`config.mk`:
```
export PLATFORM = sky130hd
export DESIGN_NAME = ber_fifo
export DESIGN_NICKNAME = d
export VERILOG_FILES = /design/src/design/ber_pkg.sv /design/src/design/ber_fifo.sv
export SDC_FILE = /design/constraint.sdc
export NUM_CORES = 1
export LEC_CHECK = 0
export ABC_AREA = 1
export BUFFER_PORTS_ARGS = -buffer_cell sky130_fd_sc_hd__buf_2
export CORE_ASPECT_RATIO = 1.25
export CORE_UTILIZATION = 40
export DETAILED_ROUTE_END_ITERATION = 8
export PLACE_DENSITY_LB_ADDON = 0.3
export SYNTH_ARGS = -nofsm -noshare
export SYNTH_HDL_FRONTEND = slang
export SYNTH_SLANG_ARGS = --single-unit
```
`constraint.sdc`:
```
create_clock -name clk -period 5 [get_ports clk]
set_clock_uncertainty 0.05 [all_clocks]
set_input_delay 1 -clock clk [delete_from_list [all_inputs] [get_ports clk]]
set_output_delay 1 -clock clk [all_outputs]
set_load 0.02 [all_outputs]
```
`src/design/ber_pkg.sv`:
```
// Shared types, widths and the popcount function of the bit error rate counter.
package ber_pkg;

    localparam int unsigned WORD_W      = 32;
    localparam int unsigned NBITS_W     = 6;
    localparam int unsigned LEN_W       = 13;
    localparam int unsigned FRAME_W     = 13;
    localparam int unsigned BIT_W       = 18;
    localparam int unsigned BYTE_W      = 15;
    localparam int unsigned QUEUE_DEPTH = 2;

    typedef enum logic [1:0] {
        KIND_CLEAR  = 2'd0,
        KIND_APPEND = 2'd1,
        KIND_RECV   = 2'd2,
        KIND_STATS  = 2'd3
    } kind_t;

    // What the front stage knows about an accepted item before the store read returns.
    typedef struct packed {
        logic              clr_stats;
        logic              cmp;
        logic              dropped;
        logic [LEN_W-1:0]  ref_len;
        logic [WORD_W-1:0] word;
    } meta_t;

    // One queued transaction for the statistics side.
    typedef struct packed {
        logic               clr_stats;
        logic               cmp;
        logic               err;
        logic [NBITS_W-1:0] nbits;
        logic               dropped;
        logic [LEN_W-1:0]   ref_len;
    } entry_t;

    function automatic logic [NBITS_W-1:0] popcount(input logic [WORD_W-1:0] v);
        logic [3:0]         lane_cnt [4];
        logic [NBITS_W-1:0] total;
        total = '0;
        for (int b = 0; b < 4; b++) begin
            lane_cnt[b] = '0;
            for (int i = 0; i < 8; i++) begin
                lane_cnt[b] = lane_cnt[b] + 4'(v[8*b+i]);
            end
            total = total + NBITS_W'(lane_cnt[b]);
        end
        return total;
    endfunction

endpackage

```
`src/design/ber_fifo.sv`:
```
// Short queue that decouples the front stage from the statistics stage.
module ber_fifo (
    input  logic             clk,
    input  logic             rst_n,
    input  logic             push_valid,
    input  ber_pkg::entry_t  push_entry,
    output logic             push_ready,
    output logic             pop_valid,
    output ber_pkg::entry_t  pop_entry,
    input  logic             pop_ready
);

    localparam int unsigned DEPTH = ber_pkg::QUEUE_DEPTH;
    localparam int unsigned PW    = $clog2(DEPTH);
    localparam int unsigned NW    = $clog2(DEPTH + 1);

    ber_pkg::entry_t  slot_reg [DEPTH];
    logic [PW-1:0]    wr_ptr_reg, wr_ptr_next;
    logic [PW-1:0]    rd_ptr_reg, rd_ptr_next;
    logic [NW-1:0]    fill_reg, fill_next;
    logic             do_push;
    logic             do_pop;

    assign push_ready = fill_reg != NW'(DEPTH);
    assign pop_valid  = fill_reg != '0;
    assign pop_entry  = slot_reg[rd_ptr_reg];
    assign do_push    = push_valid && push_ready;
    assign do_pop     = pop_valid && pop_ready;

    always_comb
    begin
        wr_ptr_next = wr_ptr_reg;
        rd_ptr_next = rd_ptr_reg;
        if (do_push)
        begin
            wr_ptr_next = (wr_ptr_reg == PW'(DEPTH - 1)) ? '0 : wr_ptr_reg + 1'b1;
        end
        if (do_pop)
        begin
            rd_ptr_next = (rd_ptr_reg == PW'(DEPTH - 1)) ? '0 : rd_ptr_reg + 1'b1;
        end
        fill_next = fill_reg + NW'(do_push) - NW'(do_pop);
    end

    always_ff @(posedge clk or negedge rst_n)
    begin
        if (!rst_n)
        begin
            wr_ptr_reg <= '0;
            rd_ptr_reg <= '0;
            fill_reg   <= '0;
        end
        else
        begin
            wr_ptr_reg <= wr_ptr_next;
            rd_ptr_reg <= rd_ptr_next;
            fill_reg   <= fill_next;
        end
    end

    always_ff @(posedge clk)
    begin
        if (do_push)
        begin
            slot_reg[wr_ptr_reg] <= push_entry;
        end
    end

endmodule

```
Yosys cells after proc, flatten, opt, wreduce, memory -nomap -nowiden:

Memory sizes are Yosys's and may differ from the RTL's.
Cells that the tools add are included.

* register bits: 4
* bits in writable memories: 46
* input bits: 27
* output and inout port bits: 25
* logic and storage cells: 16
* memories: 1

* add/sub/neg operators: 4
* eq/ne operators: 1
* mux-type cells: 4
* reductions and logical operators: 3

Memories
* slot_reg: words 2, width 23, read ports 1, clocked after Yosys merged registers in 0, write ports 1, RTL line ber_fifo.sv:17 `ber_pkg::entry_t slot_reg [DEPTH];`

Operator list (count)
* 1-bit 2-to-1 mux: 4
* 1-bit adder, second input constant: 2
* 2-bit by 1-bit adder with 2-bit output: 1
* 1-bit logical AND: 2
* 2-bit != test, second input constant: 1
* 2-bit nonzero test: 1
* 2-bit by 1-bit subtractor with 2-bit output: 1

Logic depth before layout (Yosys ltp):

* depth after elaboration: 4
* mapped depth: 12
* depth with buffers taken out: 12

Worst setup path before layout:

Ideal clock, no wire load.

* path type: input to register
* from: input push_valid
* to: memory slot_reg[0][0] (netlist bit) (enable)
* library setup time: 0.403 ns
* arrival time: 2.063 ns
* required time: 4.547 ns
* setup slack: 2.485 ns
* stages on the path: 2
* buffers on the path: 0
* path through: nand2_2 > nor2_1

* longest elaborated chain between the ends: 3

Ends and longest elaborated chain
* from (decl): RTL line ber_fifo.sv:5 `input logic push_valid,`
* 1-bit logical AND: RTL line ber_fifo.sv:27 `assign do_push = push_valid && push_ready;`
* 1-bit 2-to-1 mux: RTL line ber_fifo.sv:63 `if (do_push)`
* 1-bit 2-to-1 mux (not written as such): RTL line ber_fifo.sv:65 `slot_reg[wr_ptr_reg] <= push_entry;`
* to (decl): RTL line ber_fifo.sv:17

No other way between the ends.

==> impl_metrics.json <==
{
  "fin_nets": 235,
  "core_mm2": 0.00446,
  "path_max_fanout": 24,
  "ant_nets": 0,
  "dpl.hpwl_um": 2050,
  "rr_endpoint": "slot_reg[0][8]$_DFFE_PP_",
  "portBuffers": 51,
  "p_per_area_mw_per_mm2": 603,
  "seq_area_frac_synth_pct": 78.3,
  "htreeDepth": 2,
  "layoutNonFillerInstCount": 266,
  "cts.path.max_buffers": 2,
  "fp-row-count": 27,
  "largest_reg_flops": 46,
  "grt_max_degree": 25,
  "place_inst": 258,
  "min_period_ns": 2.97,
  "fin_util_pct": 52.1,
  "vias": 1157,
  "top_layer_used": "met4",
  "drive_gt1_share_pct": 30.8,
  "wl_met1_um": 1280,
  "synth_area_leaders": "edfxtp_1, nand2_1, dfrtp_1, inv_1, buf_2",
  "yosys_warnings": 0,
  "drcViolationCount": 0,
  "routabilityCongestion": 0.696,
  "cts_sinks": 50,
  "relSlewSlack_pct": 48.8,
  "ctsHoldBuffers": 0,
  "post_cts_buffers": 0,
  "grt.total_usage_pct": 13.6,
  "grt_pass1_wl_um": 4950,
  "r2r_slack_ns": 3.26,
  "worst_slew_pin_slew_ns": 0.768,
  "cp-start-kind": "flop",
  "drt_iter0_drc": 46,
  "clk_latency_ns": 0.29,
  "io_pins": 52,
  "hold_path.class": "primary input to asynchronous set/reset pin",
  "path_clk_slew_ns": 0.08,
  "cts-root-buf": "clkbuf_8",
  "end_kind": "output pin",
  "fillers": 413,
  "final-max-slew-violation-count": 0,
  "drt-total-wl_um": 3030,
  "layout_commonest_cell": "nand2_1",
  "synthDistinctLibCells": 14,
  "rsz0062_at_grt": "no",
  "wl_per_cell_um": 11.4,
  "wl_met2_um": 1530,
  "num_antenna_cells": 0,
  "finalHoldViolations": 0,
  "cp.arrival_ns": 1.92,
  "finalCritPeriodShare_pct": 59.3,
  "ys_ff_latch": 50,
  "dr.pass1.iters": 4,
  "crit_required_ns": 3.95,
  "fin_tns_setup_ns": 0,
  "die_height_um": 78.9,
  "syn-cell-area_mm2": 0.00189,
  "max_cap_viol_count": 0,
  "tritoncts": "built",
  "vias_per_cell": 4.35,
  "syn_nets": 179,
  "cts_resized": 0,
  "die_w_um": 63.5,
  "grt_pass1_vias": 1066,
  "power_leakage_nw": 1.03,
  "antenna_found_initial": 0,
  "routed-wl-met3_um": 160,
  "grt_overflow": 0,
  "status": "completed",
  "power_w": 0.00140,
  "vdd_ir_drop_max_v": 0.000311,
  "synth_largest_area_cell": "edfxtp_1",
  "clock.fmax_mhz": 337,
  "layout_common_cells": "nand2_1, buf_2, edfxtp_1",
  "worst_r2r_path_depth": 4,
  "synth_cells": 151,
  "die_area_mm2": 0.00501,
  "critical_path_class": "flop to output pin",
  "cts_made_buffers": 5,
  "syn_to_final_growth_pct": 22.8,
  "synth_top_area_share_pct": 73.0,
  "setup_viol": 0,
  "start_util_pct": 42.4,
  "r2r_start": "fill_reg[1]$_DFF_PN0_",
  "syn_area_per_cell_um2": 12.5
}
layer usage:
| layer | global-route usage, % | up-vias |
|---|---|---|
| met4 | 7.05 | 0 |
| li1 | - | 608 |
| met2 | 21.6 | 33 |
| met3 | 5.17 | 8 |
| met1 | 15.9 | 508 |
| met5 | 0 | - |
cell type report:
cell class / instances / area, um2 / area share, %
flip-flops and latches: 50 / 1480 / 63.8
multi-input cells: 89 / 363 / 15.6
repair buffers: 53 / 270 / 11.6
clock buffers: 7 / 76.3 / 3.28
well taps: 58 / 72.6 / 3.12
clock inverters: 1 / 30.0 / 1.29
inverters: 8 / 30.0 / 1.29
critical path, cell delays in order (launching register included):
cell     delay [ns]
dfrtp_1        0.85
inv_2          0.39
nand2_1        0.15
nand2_1        0.07
buf_2          0.16
Yosys cell counts:
cell	count
a21oi_1	1
inv_1	7
nor2_2	1
ha_1	1
inv_2	1
nand2_1	76
nand3_1	2
nor2_1	4
o21ai_1	1
nand2_2	2
buf_2	4
dfrtp_1	4
xor2_1	1
edfxtp_1	46
report_power, final:
part	leakage [nW]	total (W)	internal [W]	switching (W)
sequential	0.474	0.000631	0.000572	0.0000584
combinational	0.508	0.000501	0.000154	0.000347
clock	0.0524	0.000269	0.000150	0.000119
how the worst max path moves through the flow:
stage	from	end	slack [ns]
4_1_cts	rd_ptr_reg$_DFFE_PN0P_	pop_entry[12]	1.95
3_5_place_dp	rd_ptr_reg$_DFFE_PN0P_	pop_entry[12]	2.28
6_report	rd_ptr_reg$_DFFE_PN0P_	pop_entry[22]	2.03
2_1_floorplan	push_valid	slot_reg[0][0]$_DFFE_PP_	2.48
5_1_grt	rd_ptr_reg$_DFFE_PN0P_	pop_entry[0]	1.77
3_3_place_gp	rd_ptr_reg$_DFFE_PN0P_	pop_entry[12]	2.33
kinds of logic after synthesis:
logic type | share of synthesized area (%)
AO/OA/AOI/OAI | 0.529
XOR/XNOR | 0.463
adder cells (fa/ha/maj) | 0.661
buffers and inverters | 2.65
flip-flops | 78.3
AND/OR/NAND/NOR | 17.4
stage by stage:
stage          setup slack (ns)  area [um2]  hold WS [ns]
2_1_floorplan              2.48        1890         0.435
3_3_place_gp               2.33        2220         0.475
3_5_place_dp               2.28        2220         0.481
4_1_cts                    1.95        2320         0.442
5_1_grt                    1.77        2320         0.435
6_report                   2.03        2320         0.448
Power figures use the tool's default switching activity.
