===== src/design/ber_pkg.sv =====
// Shared types, widths and the popcount function of the bit error rate counter.
package ber_pkg;

    localparam int unsigned WORD_W      = 32;
    localparam int unsigned NBITS_W     = 6;
    localparam int unsigned LEN_W       = 13;
    localparam int unsigned FRAME_W     = 13;
    localparam int unsigned BIT_W       = 18;
    localparam int unsigned BYTE_W      = 15;
    localparam int unsigned QUEUE_DEPTH = 2;

    typedef enum logic [1:0] {
        KIND_CLEAR  = 2'd0,
        KIND_APPEND = 2'd1,
        KIND_RECV   = 2'd2,
        KIND_STATS  = 2'd3
    } kind_t;

    // What the front stage knows about an accepted item before the store read returns.
    typedef struct packed {
        logic              clr_stats;
        logic              cmp;
        logic              dropped;
        logic [LEN_W-1:0]  ref_len;
        logic [WORD_W-1:0] word;
    } meta_t;

    // One queued transaction for the statistics side.
    typedef struct packed {
        logic               clr_stats;
        logic               cmp;
        logic               err;
        logic [NBITS_W-1:0] nbits;
        logic               dropped;
        logic [LEN_W-1:0]   ref_len;
    } entry_t;

    function automatic logic [NBITS_W-1:0] popcount(input logic [WORD_W-1:0] v);
        logic [3:0]         lane_cnt [4];
        logic [NBITS_W-1:0] total;
        total = '0;
        for (int b = 0; b < 4; b++) begin
            lane_cnt[b] = '0;
            for (int i = 0; i < 8; i++) begin
                lane_cnt[b] = lane_cnt[b] + 4'(v[8*b+i]);
            end
            total = total + NBITS_W'(lane_cnt[b]);
        end
        return total;
    endfunction

endpackage


===== src/design/ber_if.sv =====


interface ber_out_if;
    logic        valid;
    logic        ready;
    logic        compared;
    logic        word_in_error;
    logic [5:0]  bit_errors_in_word;
    logic [17:0] total_bit_errors;
    logic [17:0] total_bits;
    logic [14:0] total_byte_errors;
    logic [14:0] total_bytes;
    logic [12:0] total_frame_errors;
    logic [12:0] total_frames;
    logic [12:0] reference_length;
    logic        load_dropped;

    modport source (
        output valid, output compared, output word_in_error, output bit_errors_in_word,
        output total_bit_errors, output total_bits, output total_byte_errors,
        output total_bytes, output total_frame_errors, output total_frames,
        output reference_length, output load_dropped, input ready
    );
    modport sink (
        input valid, input compared, input word_in_error, input bit_errors_in_word,
        input total_bit_errors, input total_bits, input total_byte_errors,
        input total_bytes, input total_frame_errors, input total_frames,
        input reference_length, input load_dropped, output ready
    );
endinterface


===== src/design/ber_back.sv =====
// Back stage: accumulates the error statistics and holds the result register.
module ber_back (
    input  logic             clk,
    input  logic             rst_n,
    input  logic             pop_valid,
    input  ber_pkg::entry_t  pop_entry,
    output logic             pop_ready,
    ber_out_if.source        result
);

    localparam int unsigned FW = ber_pkg::FRAME_W;
    localparam int unsigned BW = ber_pkg::BIT_W;

    logic                        out_valid_reg;
    logic [FW-1:0]               frames_reg, frames_next;
    logic [FW-1:0]               ferr_reg, ferr_next;
    logic [BW-1:0]               bits_reg, bits_next;
    logic                        cmp_reg;
    logic                        err_reg;
    logic [ber_pkg::NBITS_W-1:0] nbits_reg;
    logic [ber_pkg::LEN_W-1:0]   len_reg;
    logic                        dropped_reg;
    logic                        load;

    assign pop_ready = !out_valid_reg || result.ready;
    assign load      = pop_valid && pop_ready;

    always_comb
    begin
        frames_next = frames_reg;
        ferr_next   = ferr_reg;
        bits_next   = bits_reg;
        if (load)
        begin
            if (pop_entry.clr_stats)
            begin
                frames_next = '0;
                ferr_next   = '0;
                bits_next   = '0;
            end
            else if (pop_entry.cmp)
            begin
                frames_next = frames_reg + 1'b1;
                ferr_next   = ferr_reg + FW'(pop_entry.err);
                bits_next   = bits_reg + BW'(pop_entry.nbits);
            end
        end
    end

    always_ff @(posedge clk or negedge rst_n)
    begin
        if (!rst_n)
        begin
            out_valid_reg <= 1'b0;
            frames_reg    <= '0;
            ferr_reg      <= '0;
            bits_reg      <= '0;
        end
        else
        begin
            if (load)
            begin
                out_valid_reg <= 1'b1;
            end
            else if (result.ready)
            begin
                out_valid_reg <= 1'b0;
            end
            frames_reg <= frames_next;
            ferr_reg   <= ferr_next;
            bits_reg   <= bits_next;
        end
    end

    always_ff @(posedge clk)
    begin
        if (load)
        begin
            cmp_reg     <= pop_entry.cmp;
            err_reg     <= pop_entry.err;
            nbits_reg   <= pop_entry.nbits;
            len_reg     <= pop_entry.ref_len;
            dropped_reg <= pop_entry.dropped;
        end
    end

    // The counters change only when a new transaction enters the result register,
    // so they can drive the totals directly.
    assign result.valid              = out_valid_reg;
    assign result.compared           = cmp_reg;
    assign result.word_in_error      = err_reg;
    assign result.bit_errors_in_word = nbits_reg;
    assign result.total_bit_errors   = bits_reg;
    assign result.total_bits         = {frames_reg, 5'b0};
    assign result.total_byte_errors  = {ferr_reg, 2'b0};
    assign result.total_bytes        = {frames_reg, 2'b0};
    assign result.total_frame_errors = ferr_reg;
    assign result.total_frames       = frames_reg;
    assign result.reference_length   = len_reg;
    assign result.load_dropped       = dropped_reg;

endmodule


===== src/flat_wrapper.sv =====
// flat-port wrapper written by rule: the top's interface ports become plain ports
module ber_back_flat 
  (clk, rst_n, pop_valid, pop_entry, pop_ready, result_valid, result_compared, result_word_in_error, result_bit_errors_in_word, result_total_bit_errors, result_total_bits, result_total_byte_errors, result_total_bytes, result_total_frame_errors, result_total_frames, result_reference_length, result_load_dropped, result_ready);
  ber_out_if result_i ();
  input  logic clk;
  input  logic rst_n;
  input  logic pop_valid;
  input  ber_pkg::entry_t pop_entry;
  output logic pop_ready;
  output wire logic [$bits(result_i.valid)-1:0] result_valid;
  output wire logic [$bits(result_i.compared)-1:0] result_compared;
  output wire logic [$bits(result_i.word_in_error)-1:0] result_word_in_error;
  output wire logic [$bits(result_i.bit_errors_in_word)-1:0] result_bit_errors_in_word;
  output wire logic [$bits(result_i.total_bit_errors)-1:0] result_total_bit_errors;
  output wire logic [$bits(result_i.total_bits)-1:0] result_total_bits;
  output wire logic [$bits(result_i.total_byte_errors)-1:0] result_total_byte_errors;
  output wire logic [$bits(result_i.total_bytes)-1:0] result_total_bytes;
  output wire logic [$bits(result_i.total_frame_errors)-1:0] result_total_frame_errors;
  output wire logic [$bits(result_i.total_frames)-1:0] result_total_frames;
  output wire logic [$bits(result_i.reference_length)-1:0] result_reference_length;
  output wire logic [$bits(result_i.load_dropped)-1:0] result_load_dropped;
  input wire logic [$bits(result_i.ready)-1:0] result_ready;
  assign result_valid = result_i.valid;
  assign result_compared = result_i.compared;
  assign result_word_in_error = result_i.word_in_error;
  assign result_bit_errors_in_word = result_i.bit_errors_in_word;
  assign result_total_bit_errors = result_i.total_bit_errors;
  assign result_total_bits = result_i.total_bits;
  assign result_total_byte_errors = result_i.total_byte_errors;
  assign result_total_bytes = result_i.total_bytes;
  assign result_total_frame_errors = result_i.total_frame_errors;
  assign result_total_frames = result_i.total_frames;
  assign result_reference_length = result_i.reference_length;
  assign result_load_dropped = result_i.load_dropped;
  assign result_i.ready = result_ready;
  ber_back u_core (.clk(clk), .rst_n(rst_n), .pop_valid(pop_valid), .pop_entry(pop_entry), .pop_ready(pop_ready), .result(result_i));
endmodule

===== config.mk =====
export PLATFORM = sky130hd
export DESIGN_NAME = ber_back_flat
export DESIGN_NICKNAME = d
export VERILOG_FILES = /design/src/design/ber_pkg.sv /design/src/design/ber_if.sv /design/src/design/ber_back.sv /design/src/flat_wrapper.sv
export SDC_FILE = /design/constraint.sdc
export NUM_CORES = 1
export LEC_CHECK = 0
export ABC_AREA = 1
export BUFFER_PORTS_ARGS = -buffer_cell sky130_fd_sc_hd__buf_2
export CAP_MARGIN = 40
export CORE_MARGIN = 2
export CORE_UTILIZATION = 54
export DETAILED_ROUTE_END_ITERATION = 7
export HOLD_SLACK_MARGIN = 0.06
export PLACE_DENSITY = 0.86
export SETUP_SLACK_MARGIN = 0.1
export SYNTH_ARGS = -nofsm -noshare
export SYNTH_HDL_FRONTEND = slang
export SYNTH_SLANG_ARGS = --single-unit

===== constraint.sdc =====
create_clock -name clk -period 2.7 [get_ports clk]
set_input_delay 0.27 -clock clk [delete_from_list [all_inputs] [get_ports clk]]
set_output_delay 0.27 -clock clk [all_outputs]
set_load 0.01 [all_outputs]

# After elaboration in Yosys (flattened, before gate mapping)
# Index checks and enable logic that the tools add are counted.
# W data, S select, Z words.
[totals]
register_bits = 67
latchBits = 0
ram_bits = 0
mem_bits_ro = 0
word_cells = 26
n_memories = 0
[classes]
add_sub_neg = 3
mul = 0
div_mod_pow = 0
n_lt_le_gt_ge = 0
n_eq_ne = 0
n_shift = 0
mux = 8
bitwise = 0
reduce_logical = 6
[op_table]
columns = ["operator", "count"]
rows = [
  ["$mux W13", 4],
  ["$mux W18", 2],
  ["$add A18 B6 Y18", 1],
  ["$add A13 B1 Y13", 1],
  ["$add A13 B1 Y13 const B", 1],
  ["$reduce_bool A2 Y1", 2],
  ["$mux W1", 2],
  ["$reduce_and A2 Y1", 1],
  ["$logic_and A1 B1 Y1", 1],
  ["$logic_not A1 Y1", 1],
  ["$logic_or A1 B1 Y1", 1],
]

# Depth between registers and ports, before layout
# Gate-level depths: netlist of run 1.
[logic_depth]
word_depth = 4
depth_mapped = 10
mapped_depth_nobuf = 10

# Worst setup path before layout of run 1
# Ideal clock, no wire load.
[synth_path]
kind = "reg2reg"
from = "reg u_core.bits_reg[0] (netlist: u_core.result.total_bit_errors[0])"
to = "reg u_core.bits_reg[16] (netlist: u_core.result.total_bit_errors[16])"
arrival_ps = 1576
required_time_ps = 2578
slack_ps = 1002
stages_incl_launch_ff = 10
path_buffers = 0
path_cell_list = "dfrtp_1 > ha_1 > inv_1 > fa_1 > inv_1 > nand2_1 > nand3_2 > nand3_1 > nor3_1 > nor2_1"
[synth_between]
elab_chain_len = 3
[synth_rtl]
columns = ["element", "line_no", "source"]
rows = [
  ["from (decl)", "ber_back.sv:17", "logic [BW-1:0] bits_reg, bits_next;"],
  ["from (signal assigned)", "ber_back.sv:71", "bits_reg <= bits_next;"],
  ["$add A18 B6 Y18", "ber_back.sv:45", "bits_next = bits_reg + BW'(pop_entry.nbits);"],
  ["$mux W18", "ber_back.sv:41", "else if (pop_entry.cmp)"],
  ["$mux W18", "ber_back.sv:35", "if (pop_entry.clr_stats)"],
]
# Every way passes these cells. The select of a mux whose other input is x is not followed.
# A chain may end at the register's enable or synchronous reset.

# Worst setup path after layout of run 1
# Same ends and word-level chain as after synthesis.

==> results.toml, run 1 <==
[sta]
min_period_ns = 1.90
setup_tns_ns = 0
clock_skew_ns = 0.00474
worst_pin_slew_ns = 0.887
max_freq_mhz = 525
finalHoldViolCount = 0
maxSlewViolCount = 0
max_slew_margin_pct = 40.8
rsz0062_at_grt = "no"
fin_crit_sh_pct = 70.5
setup_violations = 0
hold_ws_ns = 0.0934

[die]
ios = 143
rows = 30
die_h_um = 88.4
start_util_pct = 56.4
dieArea_um2 = 7820
core_area_um2 = 6830
die_w_um = 88.4

[placed_design]
dp_hpwl_um = 6630
gp_congestion = 0.876
port_buffers = 133
postPlaceCellArea_um2 = 4260
place_inst = 635

[global_routing]
grt.total_usage_pct = 24.2
grtUsageMet3_pct = 2.99
grt_pass1_vias = 3202
grt_max_degree = 37
grt_pass1_wl_um = 14500
antenna_found_initial = 0
grt_remaining_overflow = 0
grt_use_met1_pct = 30.1
grt_use_met2_pct = 41.4
grt.busiest_layer = "met2"

[cts]
cts_resized = 0
cts_tree = "done"
cts_root_buffer = "clkbuf_8"
post_cts_buffers = 0
postCtsHoldBufs = 1
clock_sinks = 67
clock_latency_ns = 0.35
htreeDepth = 3
numCtsBuffers = 9
clk_path_buf_depth = 2
clkTransAtPathRegs_ns = 0.07

[detailed_routing]
drtIter0Drc = 237
wl_um = 8830
route.detailed.drc = 0
routed-via-count = 3387
drt-pass1-iter-count = 5
viasPerCell = 5.19
avgRoutedWirePerCell_um = 13.5
drtAntennaViolNets = 0

[power_and_ir_drop]
powerDensity_nw_per_um2 = 577
peakVddDrop_mv = 0.288
fin_total_pwr_uw = 2560
p_leak_uw = 0.00230

[critical_path]
worstSetupEndpointType = "flip-flop"
rrSetupSlack_ns = 0.80
crit_fanout = 8
cp-start-kind = "flip-flop"
crit_arrival_ns = 2.13
path_class = "flip-flop to flip-flop"
worstPathRequired_ns = 2.93

[cells_and_area]
nets = 588
final_cell_area_um2 = 4440
register_area_um2 = 1790
final_cells = 652
final_cell_mix = "buf_2, nand2_1, inv_1"
drive_above_1_share_pct = 31.1
fillers = 562
multi_input_area_um2 = 1470
layout_commonest_cell = "buf_2"
syn_to_final_growth_pct = 15.4
antenna_cells = 0

[synth]
ys_seq_elements = 67
synthesis.area_um2 = 3850
yosys_warnings = 0
synth_cells = 452
yosysUniqueCellTypes = 35
avgSynthCellArea_um2 = 8.52
yosysSeqAreaShare_pct = 46.4

[job]
drv_cap = 0

[run_status]
status = "completed"

[min_path]
hold_class = "primary input to flip-flop"
[routing by layer]
layer / routed length, µm / share of wire [%]
met5: 0 / 0
met4: 155 / 1.8
met3: 467 / 5.3
met2: 4540 / 51
met1: 3670 / 42
[worst max-delay path, cell delays in order (launching register included)]
cell,delay (ns)
dfrtp_1,0.39
ha_1,0.21
inv_1,0.08
fa_1,0.42
inv_1,0.07
nand2_1,0.06
nand3_2,0.14
nand3_1,0.13
nor3_1,0.19
nor2_1,0.10
[final cells by class]
| type | instances | area share (%) |
|---|---|---|
| clock buffer | 9 | 2.79 |
| clock inverter | 7 | 1.01 |
| inverter | 54 | 4.56 |
| multi-input combinational | 284 | 33.0 |
| sequential | 67 | 40.2 |
| tap | 96 | 2.70 |
| timing repair buffer | 135 | 15.7 |
[flip-flops by register name, indices dropped and copies added, names as in the netlist]
register / flops
u_core.result.compared: 1
u_core.result.bit_errors_in_word: 6
u_core.result.valid: 1
u_core.result.total_bit_errors: 18
u_core.result.load_dropped: 1
u_core.result.total_frame_errors: 13
u_core.result.reference_length: 13
u_core.result.word_in_error: 1
u_core.result.total_frames: 13
[cells by family (layout without fill, tap and decap cells)]
| logic type | after synthesis | count (layout) | share of synthesized area [%] |
|---|---|---|---|
| AO/OA/AOI/OAI | 45 | 45 | 6.53 |
| XOR/XNOR | 3 | 3 | 0.683 |
| adder cells (fa/ha/maj) | 10 | 10 | 3.44 |
| buffers and inverters | 109 | 205 | 16.2 |
| flip-flops | 67 | 67 | 46.4 |
| other | 1 | 9 | 0.0974 |
| AND/OR/NAND/NOR | 217 | 217 | 26.6 |
[synth_stat cells]
cell	instances	share of area [%]
o21ai_2	1	0.23
buf_6	4	1.2
inv_1	50	4.9
edfxtp_1	22	17
nand3_2	1	0.26
nand4_1	25	4.1
xnor2_1	2	0.46
ha_1	9	2.9
buf_4	49	9.6
inv_2	4	0.39
fa_1	1	0.52
o21ai_0	20	2.6
nor2_2	5	0.81
buf_2	1	0.13
conb_1	1	0.097
nand3_4	1	0.46
nor2_4	2	0.58
a22o_1	4	0.91
clkbuf_2	1	0.13
o21bai_1	1	0.20
dfrtp_1	45	29
xor2_1	1	0.23
nor4_1	1	0.16
a31oi_1	1	0.16
nand3_1	27	3.5
nor2_1	36	3.5
a21oi_1	15	1.9
nor3_2	3	0.78
nor3_1	18	2.3
nand2_1	90	8.8
nand2_2	7	1.1
o21ai_1	1	0.13
nand3b_1	1	0.20
o21a_1	1	0.20
o22ai_1	1	0.16
[stage by stage]
stage               setup slack (ns)  utilization [%]
global route                   0.570             65.0
global placement               0.785             62.1
CTS                            0.780             65.0
detailed placement             0.706             62.4
finish                         0.796             65.0
floorplan                       1.00                -
[path summary, 6_finish.rpt]
kind | start | endpoint | depth (start not counted)
setup / recovery | u_core.result.total_bit_errors[0] | u_core.result.total_bit_errors[16] | 9
hold / removal | pop_entry[11] | u_core.result.reference_length[11] | 1
setup reg to reg | u_core.result.total_bit_errors[0] | u_core.result.total_bit_errors[16] | 9
hold reg to reg | u_core.result.total_bit_errors[17] | u_core.result.total_bit_errors[17] | 2
max in group asynchronous | rst_n | u_core.result.total_bit_errors[4] | 3
min in group asynchronous | rst_n | u_core.result.total_frames[8] | 2
[power breakdown]
part | internal (µW) | total, µW | switching [µW] | leakage [µW]
logic | 227 | 601 | 374 | 0.00139
registers | 1140 | 1230 | 96.1 | 0.000825
clock network | 329 | 729 | 399 | 0.0000904
No activity file was read; power rests on OpenSTA's default activity.
==> inputs of run 2 (changes only) <==
Settings changed: CORE_UTILIZATION 54 to 45, PLACE_DENSITY 0.86 to 0.77.
Clock period 2.7 ns to 1.7 ns, I/O delays scaled along.
==> run 2 against run 1 <==
The flow now finishes with violations (setup timing). Non-clock buffer count is 35 higher. Clock skew is 0.0038 ns higher. Register-to-register slack worse by 0.82 ns. Global-route usage is 1.0 points lower. Clock power is 130% higher. Critical path depth stayed put. Largest power group unchanged. Highest routed layer unchanged.
==> results.toml, run 2 (synthesis gave the netlist of run 1 again) <==
[run_status]
status = "finished, violations left"
violations = "setup timing"

[power_and_ir_drop]
p_int_uw = 3370
fin_total_pwr_uw = 4900
peakVddDrop_mv = 0.791
swShare_pct = 31.2
switching_power_uw = 1530
pwr-share-clk_pct = 33.9
pwr-share-comb_pct = 26.3
p_leak_uw = 0.00250
powerDensity_nw_per_um2 = 974
seqPwrFrac_pct = 39.9

[min_path]
min_path_cells = 4
hold_class = "primary input to flip-flop"

[critical_path]
worstSetupEndpointType = "flip-flop"
rrSetupSlack_ns = -0.02
crit_fanout = 7
path_class = "flip-flop to flip-flop"
cp-start-kind = "flip-flop"
rr_worst_depth = 9
crit_arrival_ns = 1.95
worstPathRequired_ns = 1.93

[cts]
clock_latency_ns = 0.34
clkTransAtPathRegs_ns = 0.08
numCtsBuffers = 9
clk_path_buf_depth = 2
htreeDepth = 3
clock_sinks = 67
cts_tree = "done"
cts_root_buffer = "clkbuf_8"

[sta]
fin_crit_sh_pct = 101
finalHoldViolCount = 0
clock_skew_ns = 0.00859
rsz0062_at_grt = "yes"
max_slew_margin_pct = 59.8
fin_ws_ns = -0.0194
setup_violations = 2
max_freq_mhz = 582
maxSlewViolCount = 0
worst_pin_slew_ns = 0.602
min_period_ns = 1.72
setup_tns_ns = -0.0319

[die]
rows = 33
ios = 143
die_h_um = 96.5
start_util_pct = 46.6
core_area_um2 = 8260
dieArea_um2 = 9310
die_w_um = 96.5

[detailed_routing]
drt-pass1-iter-count = 4
drtAntennaViolNets = 0
routed-via-count = 3664
avgRoutedWirePerCell_um = 15.2
viasPerCell = 5.26
wl_um = 10600
route.detailed.drc = 0
drtIter0Drc = 191

[global_routing]
grtUsageMet3_pct = 5.04
grt_max_degree = 46
grt_pass1_vias = 3416
grt_remaining_overflow = 0
grt_use_met2_pct = 43.8
antenna_found_initial = 0
grt.busiest_layer = "met2"
grt.total_usage_pct = 23.1
grt_pass1_wl_um = 16400
grt_use_met1_pct = 25.9

[placed_design]
gp_congestion = 0.921
postPlaceCellArea_um2 = 4350
place_ws_ns = 0.0272
dp_hpwl_um = 7000
port_buffers = 133

[cells_and_area]
multi_input_area_um2 = 1620
syn_to_final_growth_pct = 30.5
fillers = 717
drive_above_1_share_pct = 36.4
final_cell_area_um2 = 5020
register_area_um2 = 1790
final_cell_mix = "buf_2, nand2_1, inv_1"
layout_commonest_cell = "buf_2"
nets = 623
largest_reg_flops = 18

[job]
drv_cap = 0
-- run 2: final cells by class --
class / count / share of cell area (%)
diodes: 1 / 0.0498
clock buffers: 10 / 2.74
clock inverters: 6 / 2.22
inverters: 54 / 4.03
multi-input cells: 284 / 32.3
flip-flops and latches: 67 / 35.6
well taps: 105 / 2.61
repair buffers: 170 / 20.5
-- run 2: layer usage --
layer | up-vias | wire length (µm)
met2 | 168 | 5650
met1 | 1772 | 4000
met4 | 0 | 161
li1 | 1706 | -
met3 | 18 | 772
met5 | - | 0
-- run 2: worst paths after layout --
kind                                               startpoint                                 end
max                         u_core.result.total_bit_errors[0]  u_core.result.total_bit_errors[16]
min                                              result_ready                 u_core.result.valid
max reg2reg                 u_core.result.total_bit_errors[0]  u_core.result.total_bit_errors[16]
min reg2reg                u_core.result.total_bit_errors[17]  u_core.result.total_bit_errors[17]
max in group asynchronous                               rst_n   u_core.result.total_bit_errors[9]
min in group asynchronous                               rst_n      u_core.result.total_frames[12]
-- run 2: worst max-delay path: stages (launching register included) --
cell and delay (ns):
dfrtp_1 0.37, ha_2 0.22, inv_2 0.06, fa_2 0.39, inv_2 0.07, nand2_2 0.06
nand3_4 0.11, nand3_4 0.09, nor3_2 0.17, nor2_1 0.06
-- run 2: power groups by stage --
| stage | combinational [µW] | clock (µW) | sequential, µW |
|---|---|---|---|
| 2_1_floorplan | 641 | 0 | 2020 |
| 3_3_place_gp | 1010 | 0 | 1950 |
| 3_5_place_dp | 1040 | 0 | 1960 |
| 4_1_cts | 1160 | 1680 | 1940 |
| 5_1_grt | 1400 | 1760 | 1970 |
| 6_report | 1290 | 1660 | 1950 |
-- run 2: repair_timing --
action                                 4_1_cts  5_1_grt
gates cloned                                 0        0
endpoints found under the hold margin       67        1
hold buffers                                22        1
pin swaps                                    1       15
setup buffers                                2        4
setup endpoints to repair                   13       22
gates resized for setup                      8       26
-- run 2: through the flow --
stage | cells | util, % | hold slack (ns)
floorplan | 460 | - | -0.126
global placement | 651 | 52.7 | 0.299
detailed placement | 651 | 52.7 | 0.306
CTS | 691 | 59.3 | 0.0442
global route | 696 | 60.8 | 0.156
finish | 697 | 60.8 | 0.148
